$ cat config.mk
export PLATFORM = sky130hd
export DESIGN_NAME = xtcd_divider
export DESIGN_NICKNAME = d
export VERILOG_FILES = /design/src/hw/rtl/xtcd_pkg.sv /design/src/hw/rtl/xtcd_divider.sv
export SDC_FILE = /design/constraint.sdc
export NUM_CORES = 1
export LEC_CHECK = 0
export BUFFER_PORTS_ARGS = -buffer_cell sky130_fd_sc_hd__buf_4
export CAP_MARGIN = 0
export CORE_ASPECT_RATIO = 1.1
export CORE_UTILIZATION = 57
export CTS_BUF_LIST = sky130_fd_sc_hd__clkbuf_4
export DETAILED_ROUTE_END_ITERATION = 16
export HOLD_SLACK_MARGIN = 0.02
export PLACE_DENSITY = 0.83
export SLEW_MARGIN = 20
export SYNTH_ARGS = -nofsm -noshare
export SYNTH_HDL_FRONTEND = slang
export SYNTH_SLANG_ARGS = --single-unit
$ cat constraint.sdc
create_clock -name clk_i -period 3.9 [get_ports clk_i]
set_input_delay 0.195 -clock clk_i [delete_from_list [all_inputs] [get_ports clk_i]]
set_output_delay 0.195 -clock clk_i [all_outputs]
set_load 0.1 [all_outputs]
$ cat src/hw/rtl/xtcd_pkg.sv
`default_nettype none
// ----------------------------------------------------------------------------
// XTC coordinate decompressor package
// Shared constants, the magic size table and the divider request types.
// ----------------------------------------------------------------------------
package xtcd_pkg;

  localparam logic [24:0] MaxAtoms   = 25'd16777216;
  localparam logic [6:0]  FirstIndex = 7'd9;
  localparam logic [6:0]  LastIndex  = 7'd72;

  typedef struct packed {
    logic        start;
    logic [23:0] rem;
    logic [7:0]  dividend;
    logic [24:0] divisor;
  } div_req_t;

  typedef struct packed {
    logic        done;
    logic [7:0]  quot;
    logic [23:0] rem;
  } div_rsp_t;

  function automatic logic [24:0] magic_size(logic [6:0] idx);
    logic [24:0] m;
    case (idx)
      7'd9:  m = 25'd8;
      7'd10: m = 25'd10;
      7'd11: m = 25'd12;
      7'd12: m = 25'd16;
      7'd13: m = 25'd20;
      7'd14: m = 25'd25;
      7'd15: m = 25'd32;
      7'd16: m = 25'd40;
      7'd17: m = 25'd50;
      7'd18: m = 25'd64;
      7'd19: m = 25'd80;
      7'd20: m = 25'd101;
      7'd21: m = 25'd128;
      7'd22: m = 25'd161;
      7'd23: m = 25'd203;
      7'd24: m = 25'd256;
      7'd25: m = 25'd322;
      7'd26: m = 25'd406;
      7'd27: m = 25'd512;
      7'd28: m = 25'd645;
      7'd29: m = 25'd812;
      7'd30: m = 25'd1024;
      7'd31: m = 25'd1290;
      7'd32: m = 25'd1625;
      7'd33: m = 25'd2048;
      7'd34: m = 25'd2580;
      7'd35: m = 25'd3250;
      7'd36: m = 25'd4096;
      7'd37: m = 25'd5060;
      7'd38: m = 25'd6501;
      7'd39: m = 25'd8192;
      7'd40: m = 25'd10321;
      7'd41: m = 25'd13003;
      7'd42: m = 25'd16384;
      7'd43: m = 25'd20642;
      7'd44: m = 25'd26007;
      7'd45: m = 25'd32768;
      7'd46: m = 25'd41285;
      7'd47: m = 25'd52015;
      7'd48: m = 25'd65536;
      7'd49: m = 25'd82570;
      7'd50: m = 25'd104031;
      7'd51: m = 25'd131072;
      7'd52: m = 25'd165140;
      7'd53: m = 25'd208063;
      7'd54: m = 25'd262144;
      7'd55: m = 25'd330280;
      7'd56: m = 25'd416127;
      7'd57: m = 25'd524287;
      7'd58: m = 25'd660561;
      7'd59: m = 25'd832255;
      7'd60: m = 25'd1048576;
      7'd61: m = 25'd1321122;
      7'd62: m = 25'd1664510;
      7'd63: m = 25'd2097152;
      7'd64: m = 25'd2642245;
      7'd65: m = 25'd3329021;
      7'd66: m = 25'd4194304;
      7'd67: m = 25'd5284491;
      7'd68: m = 25'd6658042;
      7'd69: m = 25'd8388607;
      7'd70: m = 25'd10568983;
      7'd71: m = 25'd13316085;
      7'd72: m = 25'd16777216;
      default: m = 25'd0;
    endcase
    return m;
  endfunction

endpackage
`default_nettype wire

$ cat src/hw/rtl/xtcd_divider.sv
`default_nettype none
// ----------------------------------------------------------------------------
// XTC byte divider
// Restoring divider that divides (rem * 256 + byte) by a divisor, one
// quotient bit per cycle, eight quotient bits per request.
// ----------------------------------------------------------------------------
module xtcd_divider
  import xtcd_pkg::*;
(
  input  wire logic     clk_i,
  input  wire logic     rst_ni,
  input  wire div_req_t req_i,
  output div_rsp_t      rsp_o
);

  logic        busy_q;
  logic        done_q;
  logic [2:0]  cnt_q;
  logic [24:0] r_q;
  logic [7:0]  q_q;
  logic [7:0]  byte_q;
  logic [24:0] d_q;

  logic [25:0] trial;
  logic        fits;
  logic [25:0] diff;

  assign trial = {r_q, byte_q[7]};
  assign fits  = trial >= {1'b0, d_q};
  assign diff  = trial - {1'b0, d_q};

  always_ff @(posedge clk_i or negedge rst_ni) begin
    if (!rst_ni) begin
      busy_q <= 1'b0;
      done_q <= 1'b0;
      cnt_q  <= '0;
    end else begin
      done_q <= 1'b0;
      if (req_i.start) begin
        busy_q <= 1'b1;
        cnt_q  <= 3'd7;
        r_q    <= {1'b0, req_i.rem};
        byte_q <= req_i.dividend;
        d_q    <= req_i.divisor;
      end else if (busy_q) begin
        r_q    <= fits ? diff[24:0] : trial[24:0];
        q_q    <= {q_q[6:0], fits};
        byte_q <= {byte_q[6:0], 1'b0};
        cnt_q  <= cnt_q - 3'd1;
        if (cnt_q == 3'd0) begin
          busy_q <= 1'b0;
          done_q <= 1'b1;
        end
      end
    end
  end

  assign rsp_o.done = done_q;
  assign rsp_o.quot = q_q;
  assign rsp_o.rem  = r_q[23:0];

  assert property (@(posedge clk_i) disable iff (!rst_ni) req_i.start |-> !busy_q)
    else $error("Divider started while busy.");
  assert property (@(posedge clk_i) disable iff (!rst_ni) done_q |-> $past(busy_q))
    else $error("Divider done without a running division.");
  assert property (@(posedge clk_i) disable iff (!rst_ni) done_q |-> (r_q < d_q))
    else $error("Divider remainder not below divisor.");

endmodule
`default_nettype wire

==> results.tsv <==
stage	metric	value	unit
finish	area grow syn2layout	22.3	%
floorplan	row cnt	33	
finish	n_diodes	0	
clock_network	clk_lat worst skew	0.44	ns
sta	Slew @ Worst Pin	0.947	ns
worst_setup_path	required time of the critical path	4.13	ns
route	vias post-DR	3544	
sta	Worst Clk Skew	0.0232	ns
sta	slew margin rel.	36.9	%
logic_synthesis	Post-synth EDFFs	66	
grt	largest net degree at the start of global routing	41	
route	drt first pass iters	5	
clock_network	CTS max path bufs	2	
clock_network	clock edge transition at the registers on the reported setup and hold paths	0.13	ns
route	DRC violations left	0	
run_status	status	finished, final reports clean	
logic_synthesis	syn nets	505	
grt	GR Overflow Total	0	
worst_setup_path	critical path endpoint category	flip-flop	
clock_network	Clock Tree Root	clkbuf_4	
worst_setup_path	CP max FO	19	
floorplan	Die ar.	8200	sq um
finish	leading cell types in the layout, fill and taps excluded	97 x buf_4, 66 x edfxtp_1, 30 x inv_1, 27 x nand2_1, 27 x ha_1	
logic_synthesis	Mean Syn Cell Area	10.7	sq um
route	WL final	10100	microns
logic_synthesis	post-synth cell types	54	
worst_hold_path	worst min path class	in -> reg	
clock_network	CTS resizes	0	
sta	Final Max Slew Viols	0	
pwr	pwr/cell area	526	nW/um^2
clock_network	total CTS buffers	9	
floorplan	Die W	86.4	microns
route	antenna viol nets, final	0	
finish	ratio of cells with drive above 1 in the final layout	26.1	%
logic_synthesis	YS warnings	0	
logic_synthesis	number of synthesized register bits	71	
clock_network	CTS H-tree depth	3	
clock_network	clk sinks	71	
logic_synthesis	Gate Count Post-Synth	417	
sta	Setup Total Neg Slack	0	ns
route	Avg WL per Cell	16.4	microns
logic_synthesis	dominant synthesized flop cell	edfxtp_1	
grt	vias in the first global route	3435	
sta	Final Hold Fails	0	
flow_run	max_cap viols	0	
grt	initial antenna violation count	0	
worst_setup_path	Setup CP Type	reg -> reg	
sta	fmax	0.297	GHz
route	Via density	5.76	
placement	GPL Wtd Cong	0.878	
worst_setup_path	Startpoint Class	flip-flop	
sta	Final Critical Period	3.36	ns
sta	Final Setup Violations	0	
pwr	Leakage Power	2.32	nW
floorplan	Initial Utilization	59.5	%
route	DR iter-0 viols	132	
logic_synthesis	post-synthesis cell area	4470	sq um
logic_synthesis	sequential share of the synthesized area	47.1	%
floorplan	core region area	7510	sq um
sta	period utilization	86.2	%
placement	DP HPWL	7040	microns
placement	port bufs	92	
logic_synthesis	fraction of registers with async set/reset	7.04	%
floorplan	die height	94.9	microns
pwr	peak supply drop	0.319	mV
finish	commonest non-fill, non-tap cell in the layout	buf_4	
worst_setup_path	Crit path arrival time	3.60	ns
sta	RSZ-0062 raised after global routing	false	
clock_network	CTS tree	built	
grt	GRT Total Usage	25.8	%
finish	nets	593	
floorplan	Ports	93	
sta	WHS	0.0368	ns
grt	global-route wire length before repair	16000	microns
cells by family after synthesis:
logic type / after synthesis / synth area share (%)
compound gates: 106 / 17.2
simple gates: 105 / 11.8
buf+inv: 77 / 9.57
flops: 71 / 47.1
fa+ha+maj: 28 / 8.01
xor+xnor: 23 / 4.51
mux: 7 / 1.76
where the power goes:
part,switching [W],internal [W]
logic,0.000838,0.000426
clock network,0.000281,0.000330
registers,0.0000555,0.000942
per-layer routing:
| metal | part of all wire, % | track usage (%) | vias to the layer above |
|---|---|---|---|
| met5 | 0 | 0 | - |
| met4 | 2.5 | 12.2 | 0 |
| met3 | 5.4 | 4.63 | 24 |
| met2 | 49 | 44.7 | 135 |
| met1 | 43 | 31.1 | 1687 |
| li1 | - | - | 1698 |
layout make-up:
class	instances	area, sq um
Multi-Input combinational cell	269	1940
Fill cell	580	2050
Clock inverter	6	110
Tap cell	105	131
Timing Repair Buffer	123	988
Clock buffer	10	75.1
Inverter	31	116
Sequential cell	71	2110
critical path: stages (launching register included):
cell and delay, ns:
edfxtp_1 0.42, inv_1 0.07, ha_1 0.16, inv_1 0.06, fa_1 0.42, a21oi_2 0.18, o22ai_1 0.12, o41a_4 0.41
a21bo_4 0.25, a21oi_2 0.12, a21o_1 0.37, buf_4 0.32, nand3_1 0.12, o311ai_1 0.12
flip-flops by register name, summed over array words and instances (netlist names):
signal  flops
d_q        25
q_q         8
busy_q      1
cnt_q       3
r_q        25
done_q      1
byte_q      8
Yosys cell counts (all sizes together) (3+ instances only):
master | number | area share [%]
a211o | 3 | 0.59
a211oi | 4 | 0.67
a21o | 12 | 2.0
a21oi | 23 | 2.8
a31oi | 3 | 0.42
a32oi | 9 | 1.8
and2 | 5 | 0.70
and3 | 3 | 0.42
buf | 40 | 6.5
clkbuf | 6 | 0.50
dfrtp | 5 | 2.8
edfxtp | 66 | 44
ha | 27 | 7.6
inv | 31 | 2.6
mux2 | 7 | 1.8
nand2 | 27 | 2.3
nand2b | 6 | 0.84
nand3 | 24 | 2.7
nand4 | 4 | 0.56
nor2 | 18 | 1.6
nor2b | 4 | 0.56
nor3 | 4 | 0.45
o21ai | 18 | 2.0
o21bai | 3 | 0.50
o311ai | 14 | 2.7
o31ai | 4 | 0.67
xnor2 | 16 | 3.1
xor2 | 7 | 1.4
metrics by stage:
step / power (W) / cells / setup slack, ns / utilization (%) / cell area [sq um]
finish: 0.00287 / 615 / 0.536 / 72.8 / 5470
global placement: 0.00222 / 573 / 0.777 / 66.8 / 5020
detailed placement: 0.00224 / 573 / 0.630 / 66.8 / 5020
CTS: 0.00287 / 615 / 0.588 / 72.8 / 5470
floorplan: 0.00206 / 417 / 1.13 / - / 4470
global route: 0.00301 / 615 / 0.392 / 72.8 / 5470
final timing paths:
check | from | endpoint | slack, ns | cells after the start
max in group asynchronous | rst_ni | busy_q | 3.70 | 2
min reg2reg | q_q[1] | q_q[2] | 0.45 | 0
max reg2reg | byte_q[7] | r_q[6] | 0.54 | 13
min | req_i[25] | byte_q[0] | 0.04 | 2
min in group asynchronous | rst_ni | cnt_q[1] | 0.08 | 2
max | byte_q[7] | r_q[6] | 0.54 | 13
repair_timing:
item	CTS	global route
setup buffers	0	0
hold buffers	26	0
endpoints found under the setup margin	0	0
hold endpoints to repair	30	0
Note: power is estimated with default switching activity, not from simulation.
